[src/rtl/lkc_pkg.sv]
package lkc_pkg;

    localparam int CAP_W       = 5;
    localparam int KEY_W       = 32;
    localparam int VAL_W       = 32;
    localparam int ENTRIES_DEF = 16;

    localparam logic [CAP_W-1:0]        CAP_RESET  = CAP_W'(16);
    localparam logic signed [VAL_W-1:0] MISS_VALUE = '1;

    typedef enum logic {
        OP_GET = 1'b0,
        OP_PUT = 1'b1
    } t_op;

    typedef struct packed {
        t_op                        op;
        logic signed [KEY_W-1:0]    key;
        logic signed [VAL_W-1:0]    value;
    } t_req;

    typedef struct packed {
        logic                       found;
        logic signed [VAL_W-1:0]    value;
    } t_rsp;

endpackage

[src/rtl/lkc_if.sv]
interface lkc_req_if;
    import lkc_pkg::*;

    logic                       valid;
    logic                       ready;
    logic                       operation;
    logic signed [KEY_W-1:0]    lookup_key;
    logic signed [VAL_W-1:0]    write_value;

    modport source (output valid, output operation, output lookup_key, output write_value,
                    input ready);
    modport sink   (input valid, input operation, input lookup_key, input write_value,
                    output ready);
endinterface

interface lkc_rsp_if;
    import lkc_pkg::*;

    logic                       valid;
    logic                       ready;
    logic                       found;
    logic signed [VAL_W-1:0]    read_value;

    modport source (output valid, output found, output read_value, input ready);
    modport sink   (input valid, input found, input read_value, output ready);
endinterface

interface lkc_cfg_if;
    import lkc_pkg::*;

    logic                       valid;
    logic                       ready;
    logic [CAP_W-1:0]           active_capacity;

    modport source (output valid, output active_capacity, input ready);
    modport sink   (input valid, input active_capacity, output ready);
endinterface

[src/rtl/lkc_core.sv]
module lkc_core #(
    parameter int ENTRIES = lkc_pkg::ENTRIES_DEF
) (
    input  logic                        i_clk,
    input  logic                        i_rst_n,
    input  logic                        i_advance,
    input  lkc_pkg::t_req               i_req,
    input  logic [lkc_pkg::CAP_W-1:0]   i_capacity,
    output lkc_pkg::t_rsp               o_rsp
);
    import lkc_pkg::*;

    localparam int RW = $clog2(ENTRIES);
    localparam int OW = $clog2(ENTRIES + 1);

    logic [ENTRIES-1:0]         r_valid;
    logic signed [KEY_W-1:0]    r_key   [ENTRIES];
    logic signed [VAL_W-1:0]    r_val   [ENTRIES];
    logic [RW-1:0]              r_rank  [ENTRIES];
    logic [OW-1:0]              r_occ;

    logic [ENTRIES-1:0]         n_valid;
    logic signed [KEY_W-1:0]    n_key   [ENTRIES];
    logic signed [VAL_W-1:0]    n_val   [ENTRIES];
    logic [RW-1:0]              n_rank  [ENTRIES];
    logic [OW-1:0]              n_occ;

    logic [ENTRIES-1:0]         hit;
    logic                       hit_any;
    logic [RW-1:0]              hit_rank;
    logic signed [VAL_W-1:0]    hit_value;
    logic [ENTRIES-1:0]         free_slot;
    logic [ENTRIES-1:0]         victim;
    logic [ENTRIES-1:0]         slot;
    logic                       evict;
    logic                       is_put;
    logic [RW-1:0]              last_rank;

    assign is_put    = (i_req.op == OP_PUT);
    assign free_slot = ~r_valid & (r_valid + ENTRIES'(1));
    assign last_rank = RW'(r_occ - OW'(1));

    always_comb begin
        if (i_capacity == '0) begin
            evict = (r_occ != '0);
        end else if (32'(i_capacity) >= ENTRIES) begin
            evict = (32'(r_occ) >= ENTRIES);
        end else begin
            evict = (32'(r_occ) >= 32'(i_capacity));
        end
    end

    always_comb begin
        hit_rank  = '0;
        hit_value = '0;
        for (int i = 0; i < ENTRIES; i++) begin
            hit[i]    = r_valid[i] && (r_key[i] == i_req.key);
            victim[i] = r_valid[i] && (r_rank[i] == last_rank);
            hit_rank  = hit_rank | (hit[i] ? r_rank[i] : '0);
            hit_value = hit_value | (hit[i] ? r_val[i] : '0);
        end
        hit_any = |hit;
        slot    = evict ? victim : free_slot;
    end

    always_comb begin
        n_valid = r_valid;
        n_key   = r_key;
        n_val   = r_val;
        n_rank  = r_rank;
        n_occ   = r_occ;
        if (hit_any) begin
            for (int i = 0; i < ENTRIES; i++) begin
                if (hit[i]) begin
                    n_rank[i] = '0;
                    if (is_put) begin
                        n_val[i] = i_req.value;
                    end
                end else if (r_valid[i] && (r_rank[i] < hit_rank)) begin
                    n_rank[i] = r_rank[i] + RW'(1);
                end
            end
        end else if (is_put) begin
            for (int i = 0; i < ENTRIES; i++) begin
                if (slot[i]) begin
                    n_valid[i] = 1'b1;
                    n_key[i]   = i_req.key;
                    n_val[i]   = i_req.value;
                    n_rank[i]  = '0;
                end else if (r_valid[i]) begin
                    n_rank[i] = r_rank[i] + RW'(1);
                end
            end
            if (!evict) begin
                n_occ = r_occ + OW'(1);
            end
        end
    end

    assign o_rsp.found = hit_any;
    assign o_rsp.value = hit_any ? hit_value : MISS_VALUE;

    always_ff @(posedge i_clk) begin
        if (!i_rst_n) begin
            r_valid <= '0;
            r_occ   <= '0;
        end else if (i_advance) begin
            r_valid <= n_valid;
            r_occ   <= n_occ;
        end
    end

    always_ff @(posedge i_clk) begin
        if (i_advance) begin
            r_key  <= n_key;
            r_val  <= n_val;
            r_rank <= n_rank;
        end
    end

endmodule

[src/rtl/lru_key_value_cache_top.sv]
// A get request is registered in the request register, then its result in the result register.
// Throughput: one request per cycle, set by the combinational key compare and
// rank update over all entries; a get waits only while the result register is full
// and the result is not being taken.
// Reset (synchronous, active low): all entries invalid, occupancy zero,
// capacity 16, no request or result held.
module lru_key_value_cache_top #(
    parameter int ENTRIES = lkc_pkg::ENTRIES_DEF
) (
    input  logic        i_clk,
    input  logic        i_rst_n,
    lkc_cfg_if.sink     i_cfg,
    lkc_req_if.sink     i_req,
    lkc_rsp_if.source   o_rsp
);
    import lkc_pkg::*;

    logic               r_in_valid;
    t_req               r_in;
    logic               r_out_valid;
    t_rsp               r_out;
    logic [CAP_W-1:0]   r_cap;

    logic               n_in_valid;
    logic               n_out_valid;
    logic               advance;
    logic               take_in;
    t_rsp               core_rsp;

    assign advance = r_in_valid && ((r_in.op == OP_PUT) || !r_out_valid || o_rsp.ready);
    assign take_in = i_req.valid && i_req.ready;

    assign i_req.ready = !r_in_valid || advance;
    assign i_cfg.ready = 1'b1;

    assign o_rsp.valid      = r_out_valid;
    assign o_rsp.found      = r_out.found;
    assign o_rsp.read_value = r_out.value;

    lkc_core #(
        .ENTRIES    (ENTRIES)
    ) u_core (
        .i_clk      (i_clk),
        .i_rst_n    (i_rst_n),
        .i_advance  (advance),
        .i_req      (r_in),
        .i_capacity (r_cap),
        .o_rsp      (core_rsp)
    );

    always_comb begin
        n_in_valid = r_in_valid;
        if (take_in) begin
            n_in_valid = 1'b1;
        end else if (advance) begin
            n_in_valid = 1'b0;
        end
        n_out_valid = r_out_valid;
        if (advance && (r_in.op == OP_GET)) begin
            n_out_valid = 1'b1;
        end else if (o_rsp.ready) begin
            n_out_valid = 1'b0;
        end
    end

    always_ff @(posedge i_clk) begin
        if (!i_rst_n) begin
            r_in_valid  <= 1'b0;
            r_out_valid <= 1'b0;
            r_cap       <= CAP_RESET;
        end else begin
            r_in_valid  <= n_in_valid;
            r_out_valid <= n_out_valid;
            if (i_cfg.valid && i_cfg.ready) begin
                r_cap <= i_cfg.active_capacity;
            end
        end
    end

    always_ff @(posedge i_clk) begin
        if (take_in) begin
            r_in.op    <= t_op'(i_req.operation);
            r_in.key   <= i_req.lookup_key;
            r_in.value <= i_req.write_value;
        end
        if (advance && (r_in.op == OP_GET)) begin
            r_out <= core_rsp;
        end
    end

endmodule

[src/flat_wrapper.sv]
// flat-port wrapper written by rule: the top's interface ports become plain ports
module lru_key_value_cache_top_flat import lkc_pkg::*;
#(
    parameter int ENTRIES = lkc_pkg::ENTRIES_DEF
)
  (i_clk, i_rst_n, i_cfg_valid, i_cfg_active_capacity, i_cfg_ready, i_req_valid, i_req_operation, i_req_lookup_key, i_req_write_value, i_req_ready, o_rsp_valid, o_rsp_found, o_rsp_read_value, o_rsp_ready);
  lkc_cfg_if i_cfg_i ();
  lkc_req_if i_req_i ();
  lkc_rsp_if o_rsp_i ();
  input  logic i_clk;
  input  logic i_rst_n;
  input wire logic [$bits(i_cfg_i.valid)-1:0] i_cfg_valid;
  input wire logic [$bits(i_cfg_i.active_capacity)-1:0] i_cfg_active_capacity;
  output wire logic [$bits(i_cfg_i.ready)-1:0] i_cfg_ready;
  input wire logic [$bits(i_req_i.valid)-1:0] i_req_valid;
  input wire logic [$bits(i_req_i.operation)-1:0] i_req_operation;
  input wire logic [$bits(i_req_i.lookup_key)-1:0] i_req_lookup_key;
  input wire logic [$bits(i_req_i.write_value)-1:0] i_req_write_value;
  output wire logic [$bits(i_req_i.ready)-1:0] i_req_ready;
  output wire logic [$bits(o_rsp_i.valid)-1:0] o_rsp_valid;
  output wire logic [$bits(o_rsp_i.found)-1:0] o_rsp_found;
  output wire logic [$bits(o_rsp_i.read_value)-1:0] o_rsp_read_value;
  input wire logic [$bits(o_rsp_i.ready)-1:0] o_rsp_ready;
  assign i_cfg_i.valid = i_cfg_valid;
  assign i_cfg_i.active_capacity = i_cfg_active_capacity;
  assign i_cfg_ready = i_cfg_i.ready;
  assign i_req_i.valid = i_req_valid;
  assign i_req_i.operation = i_req_operation;
  assign i_req_i.lookup_key = i_req_lookup_key;
  assign i_req_i.write_value = i_req_write_value;
  assign i_req_ready = i_req_i.ready;
  assign o_rsp_valid = o_rsp_i.valid;
  assign o_rsp_found = o_rsp_i.found;
  assign o_rsp_read_value = o_rsp_i.read_value;
  assign o_rsp_i.ready = o_rsp_ready;
  lru_key_value_cache_top #(.ENTRIES(ENTRIES)) u_core (.i_clk(i_clk), .i_rst_n(i_rst_n), .i_cfg(i_cfg_i), .i_req(i_req_i), .o_rsp(o_rsp_i));
endmodule
[config.mk]
export PLATFORM = sky130hd
export DESIGN_NAME = lru_key_value_cache_top_flat
export DESIGN_NICKNAME = d
export VERILOG_FILES = /design/src/rtl/lkc_pkg.sv /design/src/rtl/lkc_if.sv /design/src/rtl/lkc_core.sv /design/src/rtl/lru_key_value_cache_top.sv /design/src/flat_wrapper.sv
export SDC_FILE = /design/constraint.sdc
export NUM_CORES = 2
export LEC_CHECK = 0
export ABC_AREA = 1
export BUFFER_PORTS_ARGS = -buffer_cell sky130_fd_sc_hd__buf_4
export CELL_PAD_IN_SITES_DETAIL_PLACEMENT = 0
export CELL_PAD_IN_SITES_GLOBAL_PLACEMENT = 1
export CORE_ASPECT_RATIO = 0.6
export CORE_MARGIN = 2
export CORE_UTILIZATION = 30
export CTS_CLUSTER_SIZE = 20
export DETAILED_ROUTE_END_ITERATION = 8
export PLACE_DENSITY_LB_ADDON = 0.15
export SYNTH_ARGS = -nofsm -noshare
export SYNTH_HDL_FRONTEND = slang
export SYNTH_SLANG_ARGS = --single-unit
[constraint.sdc]
create_clock -name i_clk -period 5.6 [get_ports i_clk]
set_clock_uncertainty 0.15 [all_clocks]
set_input_delay 0.28 -clock i_clk [delete_from_list [all_inputs] [get_ports i_clk]]
set_output_delay 0.28 -clock i_clk [all_outputs]
set_load 0.02 [all_outputs]
Word-level counts from Yosys, hierarchy flattened
Index checks and enable logic that the tools add are counted.
{ "totals": {"reg_bits": 1214, "in_bits": 75, "output_inout_bits": 36, "elab_cells": 493} }
{ "op_classes": {"n_addsub": 19, "order_cmp": 19, "eq_ne": 64, "mux": 140, "n_bitwise": 35, "reduce_logical": 143} }
{ "ops": {"columns": ["cell", "count"], "rows": [
  ["32-bit two-way mux", 49],
  ["512-bit two-way mux", 2],
  ["32-bit == test", 16],
  ["32-bit OR", 15],
  ["4-bit two-way mux", 80],
  ["4-bit AND reduction", 49],
  ["64-bit two-way mux", 2],
  ["4-bit by 1-bit adder with 4-bit output, second input constant", 16],
  ["4-bit == test", 16],
  ["4-bit less-than comparator", 16],
  ["4-bit OR", 15],
  ["1-bit logical AND", 51],
  ["3-bit by 2-bit inequality test with 1-bit output, second input constant", 16],
  ["3-bit nonzero test", 16],
  ["2-bit nonzero test", 19],
  ["2-bit inequality test, second input constant", 16],
  ["16-bit by 1-bit adder with 16-bit output, second input constant", 1],
  ["16-bit AND", 1],
  ["16-bit two-way mux", 1],
  ["16-bit inverter", 1],
  ["16-bit OR reduction", 1],
  ["5-bit >= comparator, second input constant", 2],
  ["1-bit two-way mux", 6],
  ["5-bit by 1-bit adder with 5-bit output, second input constant", 1],
  ["7 further kinds", 12]
]} }

Longest topological paths before layout
{ "logic_depth": {"word_depth": 23, "mapped_depth": 22, "depth_no_buf": 19} }

Cells and area by module
Synthesis repeated with hierarchy kept, for this count alone.
{ "hier_totals": {"cells_unflattened": 4543, "area_unflattened_um2": 52789.4} }
{ "modules_own_cells": {"columns": ["module", "instances", "cells_each", "area_each_um2", "seq_area_each_um2"], "rows": [
  ["lkc_core", 1, 4402, 49545.0, 33091.7],
  ["lru_key_value_cache_top", 1, 141, 3244.4, 3083.0]
]} }

Worst setup path before layout
No wires, ideal clock.
{ "synth_timing": {"path_type": "register to register", "startpoint": "reg u_core.u_core.r_occ[0]", "endpoint": "reg u_core.u_core.r_val[224] (netlist bit), enable pin", "setup_ns": 0.421, "arrival_ns": 3.910, "required_ns": 5.029, "slack_ns": 1.119, "stages_incl_launch_ff": 14, "n_path_buf": 2, "period_less_slack_ns": 4.481, "cell_sequence": "dfxtp_1 inv_1 clkbuf_1 ha_1 xor2_1 buf_2 xor2_1 a2111oi_0 nand3_1 nand2_1 nand2_1 nand2_1 nand2_1 nor2_1"} }
{ "synth_via": {"elab_chain_cells": 6, "elab_cells_between_ends": 11, "cone_classes": "1 x add/sub; 2 x order compare; 1 x eq/ne; 3 x mux; 4 x reduce/logical"} }
{ "synth_rtl": {"columns": ["element", "line", "source"], "rows": [
  ["from (decl)", "lkc_core.sv:20", "logic [OW-1:0] r_occ;"],
  ["from (signal assigned)", "lkc_core.sv:109", "r_occ <= n_occ;"],
  ["4-bit by 1-bit subtractor with 4-bit output", "lkc_core.sv:41", "assign last_rank = RW'(r_occ - OW'(1));"],
  ["named net u_core.u_core.last_rank[0]", "lkc_core.sv:37", "logic [RW-1:0] last_rank;"],
  ["4-bit == test", "lkc_core.sv:58", "victim[i] = r_valid[i] && (r_rank[i] == last_rank);"],
  ["1-bit logical AND", "lkc_core.sv:58", null],
  ["16-bit two-way mux", "lkc_core.sv:63", "slot = evict ? victim : free_slot;"],
  ["2-bit nonzero test (no line)", null, null],
  ["4-bit AND reduction (no line)", null, null],
  ["to (signal assigned)", "lkc_core.sv:116", "r_val <= n_val;"],
  ["to (decl)", "lkc_core.sv:18", "logic signed [VAL_W-1:0] r_val [ENTRIES];"]
]} }
The timed path passes the listed nets, and every way through them passes these cells.
A chain may end at the register's enable or synchronous reset.

Worst setup path in the final report
{ "layout_timing": {"startpoint": "reg u_core.r_in[35] (netlist bit)", "endpoint": "reg u_core.u_core.r_rank[38] (netlist bit), enable pin"} }
{ "layout_via": {"elab_chain_cells": 22, "elab_cells_between_ends": 70, "cone_classes": "1 x order compare; 17 x eq/ne; 16 x mux; 15 x bitwise; 21 x reduce/logical"} }
{ "layout_rtl": {"columns": ["element", "line", "source"], "rows": [
  ["from (decl)", "lru_key_value_cache_top.sv:19", "t_req r_in;"],
  ["32-bit == test", "lkc_core.sv:57", "hit[i] = r_valid[i] && (r_key[i] == i_req.key);"],
  ["1-bit logical AND", "lkc_core.sv:57", null],
  ["4-bit two-way mux", "lkc_core.sv:59", "hit_rank = hit_rank | (hit[i] ? r_rank[i] : '0);"],
  ["4-bit OR (15 in series)", "lkc_core.sv:59", null],
  ["4-bit less-than comparator", "lkc_core.sv:79", "end else if (r_valid[i] && (r_rank[i] < hit_rank)) begin"],
  ["1-bit logical AND", "lkc_core.sv:79", null],
  ["3-bit by 2-bit inequality test with 1-bit output (no line)", null, null],
  ["4-bit AND reduction (no line) (*)", null, null],
  ["to (signal assigned)", "lkc_core.sv:117", "r_rank <= n_rank;"],
  ["to (decl)", "lkc_core.sv:19", "logic [RW-1:0] r_rank [ENTRIES];"]
]} }
Mark *: on every way between the ends. The rest lies on a longest branch, timed or not.

==> summary.md <==
| Metric | Value |
|---|---|
| Status | complete, no violations |
| Area grow syn2layout | 18.2% |
| RR Startpoint | u_core.r_in[35] |
| TritonCTS clock tree | done |
| Initial antenna violation count | 27 |
| Post-DP HPWL | 167,000 um |
| P per Cell Area | 302 nW/um^2 |
| Post-synthesis mux area share | 0% |
| Adder-Cell Fraction of Synth Area | 0.851% |
| Number of unique standard cell types used by synthesis | 56 |
| Leakage | 0.0262 uW |
| Peak supply drop | 211 uV |
| Design area | 67,800 sq um |
| Clock-pin slew on the worst setup and hold paths | 60 ps |
| Largest family of logic cells by synthesized area | simple AND/OR/NAND/NOR gates |
| Remaining DRCs | 0 |
| Crit-path max FO | 18 |
| FP Rows | 124 |
| Commonest non-fill, non-tap cell in the layout | nand2_1 |
| Vias in the first global route | 41,400 |
| Initial Util | 30.1% |
| Final setup TNS | 0 ps |
| Fin crit period | 5490 ps |
| Register-to-Register Path Depth | 18 |
| Hold Path Depth | 2 |
| Simple-gate share of the synthesized area | 20.2% |
| Global Route Usage Sum | 24.9% |
| Worst endpoint data arrival time | 5740 ps |
| Slew Limit Fails | 0 |
| DP Area | 62,600 sq um |
| Final setup violation count | 0 |
| Syn avg cell area | 10.1 sq um |
| Worst Setup Path Type | flop to flop |
| Hold slack | 51.9 ps |
| Synth Net Count | 5,801 |
| Root buf cell | clkbuf_16 |
| MaxCap Viol Count | 0 |
| Min-Delay Startpoint | i_req_lookup_key[21] |
| R2R setup slack | 110 ps |
| Number of synthesized register bits | 1,214 |
| Final WL | 247,000 um |
| Register area share after synthesis | 63.1% |
| Die area | 195,000 sq um |
| FF-to-FF End | u_core.u_core.r_rank[38] |
| Routed len/inst | 28.6 um |
| Largest net degree at the start of global routing | 51 |
| Via-to-Cell Ratio | 5.15 |
| RSZ-0062 raised after global routing | false |
| Slowest-stage cell, CP | inv_2 |
| GP Congestion | 0.949 |
| Gate Count Post-Synth | 5,687 |
| Crit share post-route | 98.0% |
| Synth Area in Compound Gates | 7.72% |
| Post-synth ARST share | 0% |
| XOR/XNOR Fraction of Synth Area | 2.22% |
| DR vias | 44,500 |
| Worst path required time | 5850 ps |
| CP startpoint kind | flop |
| Die Y | 343 um |
| Critical path's largest stage delay | 600 ps |
| Total power | 20,500 uW |
| Drt first pass iters | 6 |
| Die Width | 568 um |
| Max Clock Freq | 182 MHz |
| Worst-skew pair later-pin latency | 800 ps |
| # port buffers | 109 |
| CTS buffer count | 138 |
| Final Util | 35.6% |
| Tightest Hold Check Type | input pin to flop |
| I/O pin total | 111 |
| Core area | 190,000 sq um |
| Fin nets | 6,140 |
| First-pass GRT wire length | 336,000 um |
| H-tree depth | 4 |
| Worst slew pin tran | 1030 ps |
| Worst path cell trace | inv_2 > buf_4 > nand2_1 > and3_1 > nand3_1 > nor2_4 > nand3_1 > o21ai_0 > buf_4 > nor4_1 > and2_1 > buf_4 > ha_1 > inv_1 > nor2_1 > nand3_1 > nand2_1 > a21oi_1 |
| Layout cell share with drive strength beyond 1 | 10.2% |
| CTS Buffer Depth | 4 |
| Hold Vio Cnt, Final | 0 |
| Initial DRC Count | 6,269 |
| Post-synth EDFFs | 1,186 |
| Overflow after GRT | 0 |
| CTS sink count | 1,214 |
| Slew Limit Headroom | 31.3% |
| Number of routed nets with antenna violations | 0 |
| Crit end category | flop |
| Synth Cell Area | 57,300 sq um |
| Synth Flop Type | edfxtp_1 |
| Commonest cells after routing, fill and taps aside | nand2_1 (1,503), edfxtp_1 (1,186), nor2_1 (751) |
| Hold Path Sink | u_core.r_in[53] |
| Yosys warns | 0 |
[area by class of cell]
class | count | area (sq um)
Clock buffer | 179 | 3770
Multi-Input combinational cell | 3650 | 17900
Sequential cell | 1214 | 36200
Clock inverter | 56 | 541
Inverter | 609 | 2290
Antenna cell | 5 | 12.5
Timing Repair Buffer | 413 | 3900
Fill cell | 19200 | 122000
Tap cell | 2520 | 3150
[worst max-delay path by stage]
| stage | startpoint | cells after the start | endpoint |
|---|---|---|---|
| global placement | u_core.r_in[32] | 19 | u_core.u_core.r_rank[1] |
| detailed placement | u_core.r_in[51] | 18 | u_core.u_core.r_key[419] |
| finish | u_core.r_in[35] | 18 | u_core.u_core.r_rank[38] |
| CTS | u_core.r_in[51] | 18 | u_core.u_core.r_key[435] |
| floorplan | u_core.u_core.r_occ[0] | 13 | u_core.u_core.r_val[224] |
| global route | u_core.r_in[32] | 21 | u_core.u_core.r_rank[38] |
[cell families (layout without fill, tap and decap cells)]
kind of cell             after synthesis  after routing
XOR/XNOR                             145            145
other                                  1              6
AND/OR/NAND/NOR                     2800           2800
flip-flops                          1214           1214
adder cells (fa/ha/maj)               39             39
AO/OA/AOI/OAI                        665            665
buffers and inverters                823           1257
[through the flow]
step | setup WS [ps] | instances
floorplan | 1120 | 5687
global placement | 438 | 8320
detailed placement | 453 | 8320
CTS | 418 | 8641
global route | 28.8 | 8642
finish | 111 | 8646
[synthesized netlist by cell type (28+ instances only)]
master / n / area, sq um
a22o_1: 158 / 1380
nor4_1: 39 / 244
nor2_1: 770 / 2890
o21ai_0: 248 / 1240
dfxtp_1: 28 / 561
buf_2: 85 / 425
nand2_1: 1504 / 5650
o21ai_1: 40 / 200
inv_1: 558 / 2090
inv_2: 49 / 184
xor2_1: 66 / 578
nand4_1: 105 / 657
o22ai_1: 42 / 263
edfxtp_1: 1186 / 35600
ha_1: 39 / 488
a21oi_1: 65 / 325
a32o_1: 32 / 320
nand3_1: 247 / 1240
a221oi_1: 45 / 394
buf_4: 41 / 308
nor3_1: 34 / 170
xnor2_1: 79 / 692
clkbuf_1: 79 / 297
[power by group]
part	switching [uW]	internal (uW)	total, uW
combinational	954	352	1310
sequential	101	10100	10200
clock	3820	5170	8990
total	4880	15600	20500
[registers in the layout (all words and copies together), names as in the netlist]
register,cells
u_core.u_core.r_key,512
u_core.u_core.r_val,512
u_core.r_in,65
u_core.u_core.r_rank,64
u_core.o_rsp.read_value,32
u_core.u_core.r_valid,16
u_core.r_cap,5
u_core.u_core.r_occ,5
u_core.o_rsp.found,1
u_core.o_rsp.valid,1
u_core.r_in_valid,1
[critical path: cells and delay by family, from the launching register on]
kind	cells	cell delay [ps]
AOI/OAI and AO/OA	2	930
buffers and inverters	5	1570
DFF	1	400
and+or+nand+nor	10	1730
adders and majority gates	1	290
[what timing repair did]
item | 4_1_cts | 5_1_grt
hold buffers | 86 | 0
hold endpoints to repair | 95 | 0
gates resized for setup | 0 | 0
setup buffers | 0 | 0
[per-layer routing]
| layer | routed length, um | vias up | track usage [%] |
|---|---|---|---|
| li1 | - | 20100 | - |
| met2 | 91600 | 2242 | 32.0 |
| met3 | 29500 | 203 | 8.17 |
| met1 | 123000 | 22000 | 39.9 |
| met5 | 87 | - | 0.356 |
| met4 | 3320 | 2 | 3.91 |
Power figures use the tool's default switching activity.
